[src/rtl/core/aets_pkg.sv]
// ---------------------------------------------------------------------------
// aets_pkg: shared types and codes for the endurance test sequencer
// operation, status, motion, jog, register index and sequencer state codes
// ---------------------------------------------------------------------------
`default_nettype none
package aets_pkg;
	typedef enum logic [2:0] {
		OP_TICK = 3'd0, OP_START = 3'd1, OP_PAUSE = 3'd2,
		OP_STOP = 3'd3, OP_JOG_OPEN = 3'd4, OP_JOG_CLOSE = 3'd5
	} op_t;
	typedef enum logic [2:0] {
		ST_DONE = 3'd0, ST_RUN = 3'd1, ST_PAUSED = 3'd2,
		ST_STOPPED = 3'd3, ST_HOT = 3'd4, ST_FAULT = 3'd5
	} status_t;
	typedef enum logic [1:0] {
		MO_IDLE = 2'd0, MO_OPEN = 2'd1, MO_CLOSE = 2'd2
	} motion_t;
	typedef enum logic [1:0] {
		JOG_NONE = 2'd0, JOG_OPEN = 2'd1, JOG_CLOSE = 2'd2, JOG_HOME = 2'd3
	} jog_t;
	typedef enum logic [2:0] {
		R_MODE = 3'd0, R_MOVE = 3'd1, R_COOL = 3'd2, R_SCUR = 3'd3,
		R_SDLY = 3'd4, R_FAULT = 3'd5, R_STEMP = 3'd6, R_TARGET = 3'd7
	} reg_t;
	typedef enum logic [1:0] {
		SQ_IDLE, SQ_DIV, SQ_DONE
	} seq_t;
	localparam int unsigned SUM_BITS = 32;
	localparam int unsigned CNT_BITS = 16;
endpackage
`default_nettype wire

[src/rtl/core/aets_if.sv]
// ---------------------------------------------------------------------------
// aets_if: valid/ready channel with a packed payload
// generic word channel, source and sink views
// ---------------------------------------------------------------------------
`default_nettype none
interface aets_if #(parameter int W = 8);
	logic         valid;
	logic         ready;
	logic [W-1:0] data;
	modport source (output valid, output data, input ready);
	modport sink (input valid, input data, output ready);
endinterface
`default_nettype wire

[src/rtl/core/aets_div.sv]
// ---------------------------------------------------------------------------
// aets_div: serial restoring divider
// one quotient bit a cycle, current sum over sample count
// ---------------------------------------------------------------------------
`default_nettype none
module aets_div
	import aets_pkg::*;
(
	input  wire logic                clk,
	input  wire logic                arst_n,
	input  wire logic                start,
	input  wire logic [SUM_BITS-1:0] dividend,
	input  wire logic [CNT_BITS-1:0] divisor,
	output logic                     busy,
	output logic [SUM_BITS-1:0]      quotient
);
	logic [SUM_BITS-1:0] q_q;
	logic [CNT_BITS:0]   rem_q;
	logic [CNT_BITS-1:0] dvs_q;
	logic [5:0]          cnt_q;
	logic [CNT_BITS:0]   trial;
	logic [CNT_BITS:0]   shifted;

	assign shifted  = {rem_q[CNT_BITS-1:0], q_q[SUM_BITS-1]};
	assign trial    = shifted - {1'b0, dvs_q};
	assign busy     = (cnt_q != 6'd0);
	assign quotient = q_q;

	always_ff @(posedge clk or negedge arst_n) begin
		if (!arst_n) begin
			cnt_q <= 6'd0;
		end else if (start) begin
			cnt_q <= 6'(SUM_BITS);
		end else if (busy) begin
			cnt_q <= cnt_q - 6'd1;
		end
	end

	always_ff @(posedge clk) begin
		if (start) begin
			q_q   <= dividend;
			rem_q <= '0;
			dvs_q <= divisor;
		end else if (busy) begin
			if (!trial[CNT_BITS]) begin
				rem_q <= trial;
				q_q   <= {q_q[SUM_BITS-2:0], 1'b1};
			end else begin
				rem_q <= shifted;
				q_q   <= {q_q[SUM_BITS-2:0], 1'b0};
			end
		end
	end
endmodule
`default_nettype wire

[src/rtl/core/actuator_endurance_test_sequencer_unit.sv]
// ---------------------------------------------------------------------------
// actuator_endurance_test_sequencer_unit: open/close endurance sequencer
// ---------------------------------------------------------------------------
// in_ch carries one word per 1 ms tick or command: operation, motor_current,
// grip_force, temperature. out_ch returns exactly one status word per input
// word: drive lines, status, motion, position, cycle count, mean current and
// peak force. cfg_ch writes the eight setup registers by index; write only
// while idle.
// the status word is registered and offered in the cycle after the input word
// is taken; a word on which the current stop fires first runs the serial
// divider for the mean current (one quotient bit a cycle over the 32-bit
// current sum), and its status word is offered once the divider is done and
// the sequencer has passed its done state. one word is in flight at a time:
// no new word is taken until the last status word has been taken.
// reset: setup registers take their defaults, status is stopped, idle, open,
// cooling timer running, all counters cleared.
// a stalled receiver holds the result word in the output register and the
// block takes no new word until it is drained.
// ---------------------------------------------------------------------------
`default_nettype none
module actuator_endurance_test_sequencer_unit
	import aets_pkg::*;
#(
	parameter int TIMER_BITS  = 16,
	parameter int SAMPLE_BITS = 12
) (
	input wire logic clk,
	input wire logic arst_n,
	aets_if.sink     in_ch,
	aets_if.source   out_ch,
	aets_if.sink     cfg_ch
);
	localparam int TB = TIMER_BITS;
	localparam logic [TB-1:0] TMAX = '1;
	// usable sample bits, also the ceiling of the mean
	localparam logic [11:0] CUR_MASK =
		(SAMPLE_BITS >= 12) ? 12'hFFF : 12'((1 << SAMPLE_BITS) - 1);

	// input word: operation[2:0], motor_current, grip_force, temperature
	logic [2:0]             operation;
	logic [11:0]            motor_current;
	logic signed [15:0]     grip_force;
	logic signed [7:0]      temperature;
	logic [11:0]            cur_s;
	assign {operation, motor_current, grip_force, temperature} = in_ch.data;
	assign cur_s = motor_current & CUR_MASK;

	// setup registers
	logic [1:0]  mode_q;
	logic [15:0] move_q, cool_t_q, sdly_q, fault_q, target_q;
	logic [11:0] scur_q;
	logic signed [7:0] stemp_q;
	logic [2:0]  cidx;
	logic [15:0] cval;
	assign cidx = cfg_ch.data[18:16];
	assign cval = cfg_ch.data[15:0];
	assign cfg_ch.ready = 1'b1;

	always_ff @(posedge clk or negedge arst_n) begin
		if (!arst_n) begin
			mode_q <= 2'd1; move_q <= 16'd600; cool_t_q <= 16'd1000;
			scur_q <= 12'd4095; sdly_q <= 16'd100; fault_q <= 16'd5000;
			stemp_q <= 8'sd60; target_q <= 16'd0;
		end else if (cfg_ch.valid) begin
			unique case (reg_t'(cidx))
				R_MODE:   mode_q   <= cval[1:0];
				R_MOVE:   move_q   <= cval;
				R_COOL:   cool_t_q <= cval;
				R_SCUR:   scur_q   <= cval[11:0];
				R_SDLY:   sdly_q   <= cval;
				R_FAULT:  fault_q  <= cval;
				R_STEMP:  stemp_q  <= signed'(cval[7:0]);
				R_TARGET: target_q <= cval;
				default: ;
			endcase
		end
	end

	// state
	status_t status_q;
	motion_t motion_q;
	jog_t    jog_q;
	logic    pos_q, mrun_q, crun_q;
	logic [15:0] cyc_q, cnt_q;
	logic [TB-1:0] mms_q, cms_q;
	logic [16:0] jms_q;
	logic [SUM_BITS-1:0] sum_q;
	logic [11:0] mean_q;
	logic signed [15:0] peak_q;
	logic [1:0] lines_q;

	// next state
	status_t status_d;
	motion_t motion_d;
	jog_t    jog_d;
	logic    pos_d, mrun_d, crun_d;
	logic [15:0] cyc_d, cnt_d;
	logic [TB-1:0] mms_d, cms_d;
	logic [16:0] jms_d;
	logic [SUM_BITS-1:0] sum_d;
	logic signed [15:0] peak_d;
	logic [1:0] lines_d;
	logic need_div;
	// sum and count as they stand when the current stop fires
	logic [SUM_BITS-1:0] dsum_d;
	logic [CNT_BITS-1:0] dcnt_d;

	seq_t seq_q, seq_d;
	logic out_valid_q;
	logic div_start, div_busy;
	logic [SUM_BITS-1:0] quo;

	logic in_fire;
	assign in_ch.ready = (seq_q == SQ_IDLE) && !out_valid_q;
	assign in_fire = in_ch.valid && in_ch.ready;

	// jog helpers inline; whole item decision in one combinational pass
	always_comb begin
		logic [16:0] dur;
		logic [15:0] tgt;
		logic        go;
		status_d = status_q; motion_d = motion_q; jog_d = jog_q; pos_d = pos_q;
		mrun_d = mrun_q; crun_d = crun_q; cyc_d = cyc_q; cnt_d = cnt_q;
		mms_d = mms_q; cms_d = cms_q; jms_d = jms_q; sum_d = sum_q;
		peak_d = peak_q; lines_d = lines_q; need_div = 1'b0;
		dsum_d = sum_q; dcnt_d = cnt_q;
		dur = 17'd0; go = 1'b0;
		tgt = target_q;
		if (jog_q != JOG_NONE) begin
			if (op_t'(operation) == OP_TICK) begin
				if (jms_d != 17'd0) jms_d = jms_d - 17'd1;
				if (jms_d == 17'd0) begin
					lines_d = 2'd0; motion_d = MO_IDLE;
					pos_d = (jog_q == JOG_CLOSE);
					mms_d = '0; mrun_d = 1'b0; cms_d = '0; crun_d = 1'b0;
					status_d = ST_PAUSED;
					if (jog_q == JOG_HOME) begin
						status_d = ST_RUN; crun_d = 1'b1;
					end
					jog_d = JOG_NONE;
				end
			end
		end else begin
			unique case (operation)
				OP_TICK: begin
					if (mrun_d && mms_d != TMAX) mms_d = mms_d + TB'(1);
					if (crun_d && cms_d != TMAX) cms_d = cms_d + TB'(1);
					if (status_d == ST_RUN && mode_q == 2'd1) begin
						if (cnt_d != 16'hFFFF) begin
							cnt_d = cnt_d + 16'd1;
							sum_d = sum_d + SUM_BITS'(cur_s);
						end
						if (grip_force > peak_d) peak_d = grip_force;
						if (cur_s >= scur_q &&
						    {16'd0, mms_d} >= {(TB)'(0), sdly_q}) begin
							need_div = 1'b1;
							dsum_d = sum_d; dcnt_d = cnt_d;
							lines_d = 2'd0;
							if (motion_d == MO_OPEN) begin
								pos_d = 1'b0;
								if (cyc_d != 16'hFFFF) cyc_d = cyc_d + 16'd1;
							end else if (motion_d == MO_CLOSE) pos_d = 1'b1;
							motion_d = MO_IDLE;
							cms_d = '0; crun_d = 1'b1; mrun_d = 1'b0;
						end
						if (motion_d == MO_IDLE &&
						    {16'd0, cms_d} >= {(TB)'(0), cool_t_q}) begin
							crun_d = 1'b0; mms_d = '0; mrun_d = 1'b1;
							if (!pos_d) begin
								sum_d = '0; cnt_d = '0; peak_d = '0;
								motion_d = MO_CLOSE; lines_d = 2'd1;
							end else begin
								motion_d = MO_OPEN; lines_d = 2'd2;
							end
						end
						if ({16'd0, mms_d} >= {(TB)'(0), fault_q}) begin
							lines_d = 2'd0;
							if (motion_d == MO_OPEN) pos_d = 1'b0;
							else if (motion_d == MO_CLOSE) pos_d = 1'b1;
							motion_d = MO_IDLE;
							mms_d = '0; mrun_d = 1'b0; cms_d = '0; crun_d = 1'b0;
							status_d = ST_FAULT;
						end
					end else if (status_d == ST_RUN && mode_q == 2'd2) begin
						if ({16'd0, cms_d} >= {(TB)'(0), cool_t_q} &&
						    motion_d == MO_IDLE) begin
							if (!pos_d) begin
								motion_d = MO_CLOSE; lines_d = 2'd1;
							end else begin
								motion_d = MO_OPEN; lines_d = 2'd2;
							end
							cms_d = '0; crun_d = 1'b0; mms_d = '0; mrun_d = 1'b1;
						end
						if (motion_d != MO_IDLE &&
						    {16'd0, mms_d} >= {(TB)'(0), move_q}) begin
							if (motion_d == MO_OPEN) begin
								pos_d = 1'b0;
								if (cyc_d != 16'hFFFF) cyc_d = cyc_d + 16'd1;
							end else pos_d = 1'b1;
							motion_d = MO_IDLE; lines_d = 2'd0;
							mms_d = '0; mrun_d = 1'b0; cms_d = '0; crun_d = 1'b1;
						end
					end
					if (status_d != ST_HOT && temperature >= stemp_q) begin
						status_d = ST_HOT; lines_d = 2'd0; motion_d = MO_IDLE;
						mms_d = '0; mrun_d = 1'b0; cms_d = '0; crun_d = 1'b0;
					end
					if (status_d == ST_RUN && tgt != 16'd0 && cyc_d >= tgt) begin
						status_d = ST_DONE; motion_d = MO_IDLE;
						mrun_d = 1'b0; crun_d = 1'b0; lines_d = 2'd0;
					end
				end
				OP_START: begin
					if (status_d == ST_STOPPED || status_d == ST_DONE) begin
						go = 1'b1; jog_d = JOG_HOME; dur = {move_q, 1'b0};
						cyc_d = 16'd0;
					end else begin
						status_d = ST_RUN; crun_d = 1'b1;
					end
				end
				OP_PAUSE, OP_STOP: begin
					status_d = (operation == OP_PAUSE) ? ST_PAUSED : ST_STOPPED;
					motion_d = MO_IDLE; mrun_d = 1'b0; crun_d = 1'b0; lines_d = 2'd0;
				end
				OP_JOG_OPEN, OP_JOG_CLOSE: begin
					go = 1'b1; dur = {1'b0, move_q};
					jog_d = (operation == OP_JOG_CLOSE) ? JOG_CLOSE : JOG_OPEN;
					status_d = ST_PAUSED;
				end
				default: ;
			endcase
			if (go) begin
				jms_d = dur;
				mms_d = '0; mrun_d = 1'b0; cms_d = '0; crun_d = 1'b0;
				lines_d = (jog_d == JOG_CLOSE) ? 2'd1 : 2'd2;
				motion_d = (jog_d == JOG_CLOSE) ? MO_CLOSE : MO_OPEN;
				if (dur == 17'd0) begin
					lines_d = 2'd0; motion_d = MO_IDLE;
					pos_d = (jog_d == JOG_CLOSE);
					crun_d = (jog_d == JOG_HOME);
					status_d = (jog_d == JOG_HOME) ? ST_RUN : ST_PAUSED;
					jog_d = JOG_NONE;
				end
			end
		end
	end

	// sequencer
	always_comb begin
		seq_d = seq_q;
		unique case (seq_q)
			SQ_IDLE: if (in_fire && need_div) seq_d = SQ_DIV;
			SQ_DIV:  if (!div_busy && !div_start) seq_d = SQ_DONE;
			SQ_DONE: seq_d = SQ_IDLE;
			default: seq_d = SQ_IDLE;
		endcase
	end

	always_comb begin
		div_start = 1'b0;
		unique case (seq_q)
			SQ_IDLE: div_start = 1'b0;
			SQ_DIV:  div_start = 1'b0;
			SQ_DONE: div_start = 1'b0;
			default: div_start = 1'b0;
		endcase
		if (in_fire && need_div) div_start = 1'b1;
	end

	aets_div u_div (
		.clk(clk), .arst_n(arst_n), .start(div_start),
		.dividend(dsum_d), .divisor(dcnt_d), .busy(div_busy), .quotient(quo)
	);

	// mean clamp: divide by zero gives all ones which clamps too, but zero count
	// must read zero
	logic [11:0] mean_new;
	logic        zero_cnt_q;
	always_comb begin
		if (zero_cnt_q) mean_new = 12'd0;
		else if (quo > SUM_BITS'(CUR_MASK)) mean_new = CUR_MASK;
		else mean_new = quo[11:0];
	end

	always_ff @(posedge clk or negedge arst_n) begin
		if (!arst_n) begin
			status_q <= ST_STOPPED; motion_q <= MO_IDLE; jog_q <= JOG_NONE;
			pos_q <= 1'b0; mrun_q <= 1'b0; crun_q <= 1'b1;
			cyc_q <= '0; cnt_q <= '0; mms_q <= '0; cms_q <= '0; jms_q <= '0;
			sum_q <= '0; mean_q <= '0; peak_q <= '0; lines_q <= '0;
			seq_q <= SQ_IDLE; out_valid_q <= 1'b0; zero_cnt_q <= 1'b0;
		end else begin
			seq_q <= seq_d;
			if (in_fire) begin
				status_q <= status_d; motion_q <= motion_d; jog_q <= jog_d;
				pos_q <= pos_d; mrun_q <= mrun_d; crun_q <= crun_d;
				cyc_q <= cyc_d; cnt_q <= cnt_d; mms_q <= mms_d; cms_q <= cms_d;
				jms_q <= jms_d; sum_q <= sum_d; peak_q <= peak_d; lines_q <= lines_d;
				zero_cnt_q <= (dcnt_d == 16'd0);
				if (!need_div) out_valid_q <= 1'b1;
			end else if (seq_q == SQ_DONE) begin
				mean_q <= mean_new;
				out_valid_q <= 1'b1;
			end else if (out_valid_q && out_ch.ready) begin
				out_valid_q <= 1'b0;
			end
		end
	end

	assign out_ch.valid = out_valid_q;
	assign out_ch.data = {lines_q[0], lines_q[1], status_q, motion_q, pos_q,
	                      cyc_q, mean_q, peak_q};

	assert property (@(posedge clk) disable iff (!arst_n)
		in_fire |=> !in_ch.ready) else $error("took a word while busy");
	assert property (@(posedge clk) disable iff (!arst_n)
		(seq_q != SQ_IDLE) |-> !out_valid_q) else $error("result during divide");
	assert property (@(posedge clk) disable iff (!arst_n)
		!(lines_q[0] && lines_q[1])) else $error("both drive lines on");
	assert property (@(posedge clk) disable iff (!arst_n)
		(motion_q == MO_IDLE) |-> (lines_q == 2'd0)) else $error("idle but driving");
endmodule
`default_nettype wire

[src/flat_wrapper.sv]
// flat-port wrapper written by rule: the top's interface ports become plain ports
module actuator_endurance_test_sequencer_unit_flat import aets_pkg::*;
#(
	parameter int TIMER_BITS  = 16,
	parameter int SAMPLE_BITS = 12
)
  (clk, arst_n, in_ch_valid, in_ch_data, in_ch_ready, out_ch_valid, out_ch_data, out_ch_ready, cfg_ch_valid, cfg_ch_data, cfg_ch_ready);
  aets_if #(.W(39)) in_ch_i ();
  aets_if #(.W(52)) out_ch_i ();
  aets_if #(.W(19)) cfg_ch_i ();
  input wire logic clk;
  input wire logic arst_n;
  input wire logic [$bits(in_ch_i.valid)-1:0] in_ch_valid;
  input wire logic [$bits(in_ch_i.data)-1:0] in_ch_data;
  output wire logic [$bits(in_ch_i.ready)-1:0] in_ch_ready;
  output wire logic [$bits(out_ch_i.valid)-1:0] out_ch_valid;
  output wire logic [$bits(out_ch_i.data)-1:0] out_ch_data;
  input wire logic [$bits(out_ch_i.ready)-1:0] out_ch_ready;
  input wire logic [$bits(cfg_ch_i.valid)-1:0] cfg_ch_valid;
  input wire logic [$bits(cfg_ch_i.data)-1:0] cfg_ch_data;
  output wire logic [$bits(cfg_ch_i.ready)-1:0] cfg_ch_ready;
  assign in_ch_i.valid = in_ch_valid;
  assign in_ch_i.data = in_ch_data;
  assign in_ch_ready = in_ch_i.ready;
  assign out_ch_valid = out_ch_i.valid;
  assign out_ch_data = out_ch_i.data;
  assign out_ch_i.ready = out_ch_ready;
  assign cfg_ch_i.valid = cfg_ch_valid;
  assign cfg_ch_i.data = cfg_ch_data;
  assign cfg_ch_ready = cfg_ch_i.ready;
  actuator_endurance_test_sequencer_unit #(.TIMER_BITS(TIMER_BITS), .SAMPLE_BITS(SAMPLE_BITS)) u_core (.clk(clk), .arst_n(arst_n), .in_ch(in_ch_i), .out_ch(out_ch_i), .cfg_ch(cfg_ch_i));
endmodule
[config.mk]
export PLATFORM = sky130hd
export DESIGN_NAME = actuator_endurance_test_sequencer_unit_flat
export DESIGN_NICKNAME = d
export VERILOG_FILES = /design/src/rtl/core/aets_pkg.sv /design/src/rtl/core/aets_if.sv /design/src/rtl/core/aets_div.sv /design/src/rtl/core/actuator_endurance_test_sequencer_unit.sv /design/src/flat_wrapper.sv
export SDC_FILE = /design/constraint.sdc
export NUM_CORES = 1
export LEC_CHECK = 0
export BUFFER_PORTS_ARGS = -buffer_cell sky130_fd_sc_hd__buf_2
export CAP_MARGIN = 30
export CORE_UTILIZATION = 55
export DETAILED_ROUTE_END_ITERATION = 8
export PLACE_DENSITY = 0.76
export SLEW_MARGIN = 20
export SYNTH_ARGS = -nofsm -noshare
export SYNTH_HDL_FRONTEND = slang
export SYNTH_SLANG_ARGS = --single-unit
export TNS_END_PERCENT = 5
[constraint.sdc]
create_clock -name clk -period 8.4 [get_ports clk]
set_input_delay 1.26 -clock clk [delete_from_list [all_inputs] [get_ports clk]]
set_output_delay 1.26 -clock clk [all_outputs]
set_load 0.005 [all_outputs]
### Word level (Yosys, flattened, before mapping)

Cells that the tools add are included.

* register bits: 329
* input bits: 63
* output and inout bits: 55
* logic and storage cells: 372

* add/subtract/negate cells: 8
* order comparisons: 10
* equality and inequality tests: 43
* muxes and demuxes: 217
* bitwise operators: 2
* reduce and logical (&&, ||, !) cells: 62

Operators with widths (count)
* 2-to-1 mux 16 bit: 59
* 2-to-1 mux 32 bit: 9
* 2-to-1 mux 17 bit: 8
* 2-to-1 mux 2 bit: 52
* >= comparator 16 bit: 6
* adder 16 x 1 -> 16 bit, second input constant: 4
* != test 16 bit, second input constant: 4
* 2-to-1 mux 1 bit: 61
* 2-to-1 mux 3 bit: 14
* logical NOT 17 bit: 2
* case mux 17 bit (2 select lines): 1
* adder 32 x 12 -> 32 bit: 1
* > comparator 32 x 12 -> 1 bit, second input constant: 1
* case mux 16 bit (2 select lines): 1
* 2-to-1 mux 12 bit: 2
* AND reduction 2 bit: 11
* equality test 3 bit, second input constant: 6
* nonzero test 17 bit: 1
* subtractor 17 x 1 -> 17 bit, second input constant: 1
* subtractor 17 x 16 -> 17 bit: 1
* equality test 2 bit, second input constant: 8
* > comparator 16 bit: 1
* logical AND 1 bit: 16
* logical NOT 16 bit: 1
* other kinds (34): 71

### Depth between registers and ports, before layout

Gate-level depths: netlist of run 1.

* depth in word-level cells: 35
* depth in mapped cells: 39
* mapped depth without buffers: 37

### Modules after synthesis

A second synthesis of run 1 with hierarchy kept.

* cell total of the unflattened synthesis: 2446
* area, all modules: 22022.4 um^2

Modules (own cells, without submodules)
* actuator_endurance_test_sequencer_unit: times used 1, cells an instance 2110, area an instance 18251.3 um^2, sequential area each 6528.8 um^2
* aets_div: times used 1, cells an instance 336, area an instance 3771.1 um^2, sequential area each 1911.8 um^2

### Least setup slack after synthesis of run 1

Ideal clock, no wire load.

* path type: register -> register
* start point: reg u_core.cms_q[0]
* end point: reg u_core.mrun_q
* data arrival time: 7846 ps
* setup slack: 427 ps
* stages on the path, launching flop included: 38
* period minus slack after synthesis: 7973 ps
* cell sequence: dfrtp_1 > ha_1 > nand2_1 > or2_1 > o41ai_1 > nor3_1 > nand4_1 > xor2_1 > inv_1 > ha_1 > a21oi_1 > nand2_1 > a221o_1 > or2_2 > and2_1 > clkbuf_1 > clkbuf_1 > nor2_1 > [... 2 more ...] > a211o_1 > a211oi_1 > a31oi_1 > a32o_1 > clkbuf_1 > buf_1 > nand2_1 > xnor2_1 > ha_1 > and4_1 > o21ai_0 > or4_1 > o211ai_1 > nand2_1 > o21ai_0 > a21oi_1 > nor3_4 > mux2_1

* longest elaborated chain between the ends: 32
* elaborated cells on any way between the ends: 66
* classes of those cells: add/sub (1); order compare (5); eq/ne (7); mux (44); reduce/logical (9)

RTL lines
* start: declaration: RTL line actuator_endurance_test_sequencer_unit.sv:85 `logic [TB-1:0] mms_q, cms_q;`
* start signal: assignment: RTL line actuator_endurance_test_sequencer_unit.sv:297 `cyc_q <= cyc_d; cnt_q <= cnt_d; mms_q <= mms_d; cms_q <= cms_d;`
* parallel branches: the longest is 2 deep, another holds adder 16 x 1 -> 16 bit
* 2-to-1 mux 16 bit *: RTL line actuator_endurance_test_sequencer_unit.sv:147 `if (crun_d && cms_d != TMAX) cms_d = cms_d + TB'(1);`
* 2-to-1 mux 16 bit *: RTL line actuator_endurance_test_sequencer_unit.sv:144 `unique case (operation)`
* 2-to-1 mux 16 bit *: RTL line actuator_endurance_test_sequencer_unit.sv:129 `if (jog_q != JOG_NONE) begin`
* 2-to-1 mux 16 bit: RTL line actuator_endurance_test_sequencer_unit.sv:154 `if (cur_s >= scur_q &&`
* 2-to-1 mux 16 bit: RTL line actuator_endurance_test_sequencer_unit.sv:148 `if (status_d == ST_RUN && mode_q == 2'd1) begin`
* 2-to-1 mux 16 bit: RTL line actuator_endurance_test_sequencer_unit.sv:144
* 2-to-1 mux 16 bit: RTL line actuator_endurance_test_sequencer_unit.sv:129
* [... 14 more ...]
* 2-to-1 mux 3 bit: RTL line actuator_endurance_test_sequencer_unit.sv:144
* 2-to-1 mux 3 bit: RTL line actuator_endurance_test_sequencer_unit.sv:129
* equality test 3 x 1 -> 1 bit: RTL line actuator_endurance_test_sequencer_unit.sv:208 `if (status_d == ST_RUN && tgt != 16'd0 && cyc_d >= tgt) begin`
* logical AND 1 bit (2 in series): RTL line actuator_endurance_test_sequencer_unit.sv:208
* 2-to-1 mux 1 bit: RTL line actuator_endurance_test_sequencer_unit.sv:208
* case mux 1 bit (2 select lines): RTL line actuator_endurance_test_sequencer_unit.sv:144
* 2-to-1 mux 1 bit: RTL line actuator_endurance_test_sequencer_unit.sv:232 `if (go) begin`
* 2-to-1 mux 1 bit: RTL line actuator_endurance_test_sequencer_unit.sv:129
* end signal: assignment: RTL line actuator_endurance_test_sequencer_unit.sv:296 `pos_q <= pos_d; mrun_q <= mrun_d; crun_q <= crun_d;`
* end: declaration: RTL line actuator_endurance_test_sequencer_unit.sv:83 `logic pos_q, mrun_q, crun_q;`

Every way passes the cells marked *. The select of a mux whose other input is x is not followed.
A chain may end at the register's enable or synchronous reset.

### Worst setup path after layout of run 1

Same ends and word-level chain as after synthesis.

==> results of run 1 <==
-- worst max-delay path, delay by kind of cell (launching register included) --
| family | cells | cell delay [ns] |
|---|---|---|
| fa+ha+maj | 4 | 0.97 |
| mux | 2 | 0.68 |
| compound gates | 15 | 3.31 |
| xor+xnor | 1 | 0.15 |
| buf+inv | 4 | 0.67 |
| simple gates | 10 | 1.65 |
| flops | 1 | 0.40 |
-- repair_timing --
action                                 in CTS  in global routing
resized for setup                           0                 32
buffers inserted                            0                 10
endpoints found under the hold margin       0                  0
setup endpoints to repair                   0                 40
-- routing by layer --
| metal | wire, um | track usage, % | up-vias |
|---|---|---|---|
| li1 | - | - | 8958 |
| met1 | 25200 | 39.6 | 9160 |
| met2 | 28800 | 50.8 | 630 |
| met3 | 4130 | 5.19 | 118 |
| met4 | 1750 | 9.90 | 4 |
| met5 | 25 | 0 | - |
-- worst max-delay path by stage --
| stage | from | endpoint | slack [ns] |
|---|---|---|---|
| 2_1_floorplan | u_core.cms_q[0] | u_core.mrun_q | 0.43 |
| 3_3_place_gp | u_core.cms_q[0] | u_core.mrun_q | 0.25 |
| 3_5_place_dp | u_core.cms_q[0] | u_core.mrun_q | 0.11 |
| 4_1_cts | u_core.cms_q[0] | u_core.mrun_q | 0.04 |
| 5_1_grt | u_core.cms_q[3] | u_core.mrun_q | -0.10 |
| 6_report | u_core.cms_q[0] | u_core.mrun_q | 0.42 |
-- registers in the layout, indices dropped and copies added (netlist names), 8 cells and up --
name	cells
u_core.fault_q	16
u_core.u_div.dvs_q	16
u_core.cnt_q	16
u_core.cms_q	16
u_core.cool_t_q	16
u_core.move_q	16
u_core.u_div.rem_q	16
u_core.mean_q	12
u_core.stemp_q	8
u_core.u_div.quotient	32
u_core.mms_q	16
u_core.scur_q	12
u_core.sdly_q	16
u_core.target_q	16
u_core.jms_q	17
u_core.peak_q	16
u_core.sum_q	32
u_core.cyc_q	16
-- power groups by stage --
stage          logic [uW]  clock network, uW  registers [uW]
6_report              531               1650            1800
4_1_cts               526               1680            1800
2_1_floorplan         339                  0            1810
5_1_grt               598               1740            1810
3_5_place_dp          522                  0            1830
3_3_place_gp          492                  0            1820
-- placed cells by master (no fill, tap or decap), drive strengths merged, types with 22 or more instances in the layout --
master | netlist | routed
nand2 | 279 | 279
dfrtp | 227 | 227
buf | 16 | 199
o21ai | 196 | 196
nor2 | 193 | 193
inv | 192 | 192
ha | 166 | 166
a21oi | 118 | 118
nand3 | 70 | 70
mux2 | 69 | 69
o31ai | 69 | 69
clkbuf | 100 | 66
xnor2 | 62 | 62
nor3 | 52 | 52
edfxtp | 48 | 48
nand4 | 39 | 39
dfstp | 38 | 38
a22o | 36 | 36
xor2 | 35 | 35
a31oi | 34 | 34
a21o | 30 | 30
and3 | 23 | 23
nand2b | 22 | 22
a211oi | 22 | 22
nor4 | 22 | 22
-- cell type report --
class                   instances  area share [%]
flip-flops and latches        329            34.6
inverters                     192            2.96
clock buffers                  65            4.82
well taps                     518            2.66
multi-input cells            1786            49.5
repair buffers                200            5.17
clock inverters                 5           0.221
-- per-stage QoR --
step	cells	utilization, %	TNS, ns
after global routing	3095	63.1	-0.242
final	3095	63.1	0
after global placement	3011	59.3	0
after detailed placement	3011	59.3	0
after floorplan	2423	-	0
after CTS	3081	62.5	0
-- kinds of logic after synthesis --
| family | Yosys count |
|---|---|
| AOI/OAI and AO/OA | 636 |
| xor gates and xnor gates | 97 |
| adders and majority gates | 168 |
| buffers and inverters | 308 |
| DFF | 329 |
| muxes | 86 |
| other | 1 |
| and+or+nand+nor | 798 |
-- synth_stat cells, drive strengths merged, types with 10 or more instances --
library cell  count  area, um^2
xor2             35         307
o211ai           14         105
ha              166        2080
or3              14        92.6
dfstp            38         998
nand4            39         244
nand3            70         350
o21ai           196         985
inv             192         721
and2             15        93.8
mux2             69         777
a21o             30         225
o31ai            69         598
a211oi           22         165
o21a             10        75.1
nor4             22         159
buf              16        93.8
clkbuf          100         375
mux2i            17         170
o22ai            12        75.1
a31oi            34         213
nor2            193         727
dfrtp           227        5680
dfxtp            16         320
xnor2            62         543
a21oi           118         591
nand2           279        1060
edfxtp           48        1440
a221oi           11        96.3
a22o             36         315
and4             11        96.3
or2              10        62.6
nor3             52         272
and3             23         144
nand2b           22         138
==> summary.md, run 1 <==
| Metric | Value |
|---|---|
| Minimum clock period | 7.98 ns |
| Highest clock rate | 0.125 GHz |
| CTS H-tree lvls | 2 |
| Power per cell area | 164 nW/um^2 |
| Number of global-route vias before repair | 18180 |
| Clk_skew | 0.0144 ns |
| Pint | 2940 uW |
| Mux share of post-synthesis cell area | 4.39% |
| Total global routing overflow | 0 |
| Worst slew pin tran | 0.931 ns |
| Slowest stage delay, CP | 0.40 ns |
| Clk_lat worst skew | 0.54 ns |
| Area of the multi-input gates | 12100 um^2 |
| Hold Path Class | reg -> reg |
| Final critical-path setup slack | 0.422 ns |
| Die Ht | 200 um |
| Top fanout value on the critical path | 13 |
| Reg area | 8440 um^2 |
| Ports | 118 |
| Count of cell types in the netlist | 95 |
| Status | finished, final reports clean |
| Max-slew headroom | 37.8% |
| First-pass GRT wire length | 95.4 mm |
| Initial DRC Count | 1543 |
| Max_cap viols | 0 |
| Die area | 40000 um^2 |
| DRC viols | 0 |
| Post-Route WL | 59.9 mm |
| WS Path Type | reg -> reg |
| CTS tree | built |
| Total clock sinks | 329 |
| Largest net degree at the start of global routing | 82 |
| Worst R2R Start | u_core.cms_q[0] |
| Diode count | 0 |
| Post-synthesis adder-cell area fraction | 9.81% |
| Initial antenna violation count | 2 |
| Startpoint Class | flip-flop |
| Post-synthesis simple-gate area fraction | 17.7% |
| Comb power frac | 13.3% |
| Flop pwr share | 45.2% |
| Slowest cell on crit path | dfrtp_1 |
| Layout cells sized above 1 | 16.9% |
| Total Routing Usage GR | 30.3% |
| WL per Instance | 19.3 um |
| CTS Buffer Depth | 3 |
| Hold Slack | 0.471 ns |
| Vias per std cell | 6.10 |
| Hold-fix buffers, CTS | 0 |
| Post-Place Setup Slack | 0.112 ns |
| Post-synthesis register bit count | 329 |
| Post-DP HPWL | 43.5 mm |
| RePlAce Congestion | 0.940 |
| Type of element capturing the critical path | flip-flop |
| Synth Instances | 2423 |
| Fillers | 3198 |
| Switch Pwr | 1050 uW |
| Synth Area in Compound Gates | 19.5% |
| Hold Path Stages | 2 |
| Port Buffer Count | 116 |
| Min-delay src | u_core.mean_q[7] |
| Sequential element share of the synthesized area | 39.1% |
| Final Hold Violating Endpoints | 0 |
| Largest family of logic cells by synthesized area | compound AO/OA/AOI/OAI gates |
| Num CTS Buffers | 38 |
| Crit path DAT | 8.39 ns |
| R2r endpoint | u_core.mrun_q |
| Synth Net Count | 2654 |
| Tcrit/Tclk final | 95.0% |
| Core Region | 38600 um^2 |
| Async S/R FF share, synth | 80.5% |
| Nets | 2778 |
| Worst endpoint required time | 8.81 ns |
| Post-DP Area | 22900 um^2 |
| P_leak | 0.0112 uW |
| Total chip power | 3990 uW |
| Initial core utilization | 55.8% |
| Die Width | 200 um |
| Synth Cell Area | 21600 um^2 |
| Sw Ratio | 26.3% |
| Clk pwr share | 41.5% |
| Setup violators final | 0 |
| Post-synth EDFFs | 48 |
| Ys Warns | 0 |
| Post-route antenna net violation count | 0 |
| Hold worst-path end | u_core.mean_q[7] |
| Reg clk slew, reported paths | 0.06 ns |
| Avg Inst Size Synth | 8.90 um^2 |
| Max-slew violations | 0 |
| # rows | 72 |
| Reg2Reg Depth | 36 |
| Root Driver | clkbuf_16 |
| Routed vias | 18870 |
| Post-synthesis xor/xnor area fraction | 3.94% |
| Primary FF master, synth | dfrtp_1 |
| IR Drop Worst-Case VDD | 0.174 mV |
| P&R area growth vs syn | 13.0% |
| R2R Setup Slk | 0.42 ns |
| Cell area after layout | 24400 um^2 |
| 1st-pass router iterations | 6 |
No activity file was read; power rests on OpenSTA's default activity.
==> run 2, diff against run 1 <==
Settings changed: CAP_MARGIN 30 to default, CORE_UTILIZATION 55 to 50, MAX_ROUTING_LAYER from default to met4, PLACE_DENSITY 0.76 to 0.7.
==> summary.md, run 2 (synthesis results as in run 1) <==
| Metric | Value |
|---|---|
| CTS tree | built |
| Hold worst-path end | u_core.mean_q[1] |
| R2R Setup Slk | 0.45 ns |
| Most frequent cells in the layout | 274 x nand2_1, 226 x dfrtp_1, 191 x inv_1, 191 x nor2_1, 188 x o21ai_0 |
| # rows | 75 |
| Setup violators final | 0 |
| Final Hold Violating Endpoints | 0 |
| Total global routing overflow | 0 |
| Routed vias | 18786 |
| Initial core utilization | 51.1% |
| WL per Instance | 19.3 um |
| Min-delay src | u_core.mean_q[1] |
| Post-route antenna net violation count | 0 |
| Comb power frac | 13.1% |
| Nets | 2771 |
| Sw Ratio | 26.3% |
| Startpoint Class | flip-flop |
| Crit path DAT | 8.41 ns |
| Port Buffer Count | 116 |
| Total chip power | 4030 uW |
| IR Drop Worst-Case VDD | 0.187 mV |
| Reg2Reg Depth | 39 |
| P&R area growth vs syn | 12.9% |
| Number of global-route vias before repair | 18060 |
| RePlAce Congestion | 0.959 |
| Slowest cell on crit path | a2111o_1 |
| Status | finished, final reports clean |
| Total clock sinks | 329 |
| WS Path Type | reg -> reg |
| Layout cells sized above 1 | 16.5% |
| Max-slew headroom | 31.1% |
| Type of element capturing the critical path | flip-flop |
| Tcrit/Tclk final | 94.6% |
| Die Width | 210 um |
| Num CTS Buffers | 39 |
| Hold Path Class | reg -> reg |
| Commonest non-fill, non-tap cell in the layout | nand2_1 |
| 1st-pass router iterations | 6 |
| Total Routing Usage GR | 28.2% |
| R2r endpoint | u_core.mms_q[4] |
| Clk_skew | 0.0181 ns |
| Minimum clock period | 7.95 ns |
| Worst endpoint required time | 8.86 ns |
| Clk_lat worst skew | 0.56 ns |
| CTS Buffer Depth | 3 |
| Worst R2R Start | u_core.mms_q[5] |
| Max_cap viols | 0 |
| Switch Pwr | 1060 uW |
| Hold Slack | 0.468 ns |
| First-pass GRT wire length | 96.5 mm |
| Clk pwr share | 42.1% |
| Die Ht | 210 um |
| P_leak | 0.0112 uW |
| Post-Route WL | 60.0 mm |
| Die area | 44000 um^2 |
| Top fanout value on the critical path | 11 |
| Hold-fix buffers, CTS | 0 |
| Worst slew pin tran | 1.03 ns |
| Largest net degree at the start of global routing | 180 |
| Flop pwr share | 44.8% |
| CTS H-tree lvls | 2 |
| Reg clk slew, reported paths | 0.06 ns |
| Vias per std cell | 6.04 |
| Pint | 2970 uW |
| Most used cell, CP | buf_4 |
| Post-DP HPWL | 43.7 mm |
| Max-slew violations | 0 |
| Core Region | 42200 um^2 |
| Root Driver | clkbuf_16 |
| Power per cell area | 166 nW/um^2 |
| Slowest stage delay, CP | 0.43 ns |
| Hold Path Stages | 2 |
| Initial DRC Count | 1760 |
| Ports | 118 |
| DRC viols | 0 |
| Initial antenna violation count | 2 |
| Highest clock rate | 0.126 GHz |
==> run 2: stage by stage <==
step	setup TNS [ns]	setup WS [ns]	utilization, %	instance area, um^2	std cells
after global placement	0	0.300	54.4	23000	3033
after floorplan	0	0.427	-	21600	2423
after CTS	0	0.105	57.4	24200	3104
final	0	0.454	57.7	24300	3111
after global routing	-0.0241	-0.0241	57.7	24300	3111
after detailed placement	0	0.124	54.4	23000	3033
==> run 2: what timing repair did <==
action                                  in CTS  in global routing
resized for setup                            0                 19
endpoints found under the setup margin       0                 40
buffers inserted                             0                  3
==> run 2: cell type report <==
type | count | area (um^2)
clock buffers | 58 | 1160
repair buffers | 192 | 1210
clock inverters | 13 | 113
inverters | 192 | 721
well taps | 539 | 674
multi-input cells | 1786 | 12000
diodes | 2 | 5.00
fillers | 3689 | 17900
flip-flops and latches | 329 | 8440
==> run 2: how the worst max path moves through the flow <==
stage / startpoint / to / slack, ns / depth (start not counted)
4_1_cts: u_core.cms_q[0] / u_core.mrun_q / 0.10 / 35
5_1_grt: u_core.cms_q[0] / u_core.crun_q / -0.02 / 37
3_5_place_dp: u_core.cms_q[0] / u_core.mrun_q / 0.12 / 36
2_1_floorplan: u_core.cms_q[0] / u_core.mrun_q / 0.43 / 37
6_report: u_core.mms_q[5] / u_core.mms_q[4] / 0.45 / 39
3_3_place_gp: u_core.cms_q[0] / u_core.mrun_q / 0.30 / 36
==> run 2: worst max-delay path: cells and delay by family (launching register included) <==
family	cells	cell delay (ns)
xor+xnor	1	0.24
flops	1	0.42
buf+inv	6	0.90
simple gates	16	2.67
fa+ha+maj	3	0.81
compound gates	13	2.78
==> run 2: power by group through the flow <==
stage / Clock (uW) / Sequential [uW] / Combinational (uW)
3_5_place_dp: 0 / 1830 / 520
6_report: 1700 / 1810 / 528
3_3_place_gp: 0 / 1830 / 496
2_1_floorplan: 0 / 1810 / 339
5_1_grt: 1790 / 1820 / 600
4_1_cts: 1730 / 1800 / 525
==> run 2: layer usage <==
metal | track usage [%] | routed length [um] | vias to the layer above
li1 | - | - | 8946
met1 | 37.2 | 26600 | 9065
met2 | 45.2 | 27800 | 642
met3 | 3.23 | 3570 | 133
met4 | 9.79 | 1940 | 0
met5 | - | 0 | -
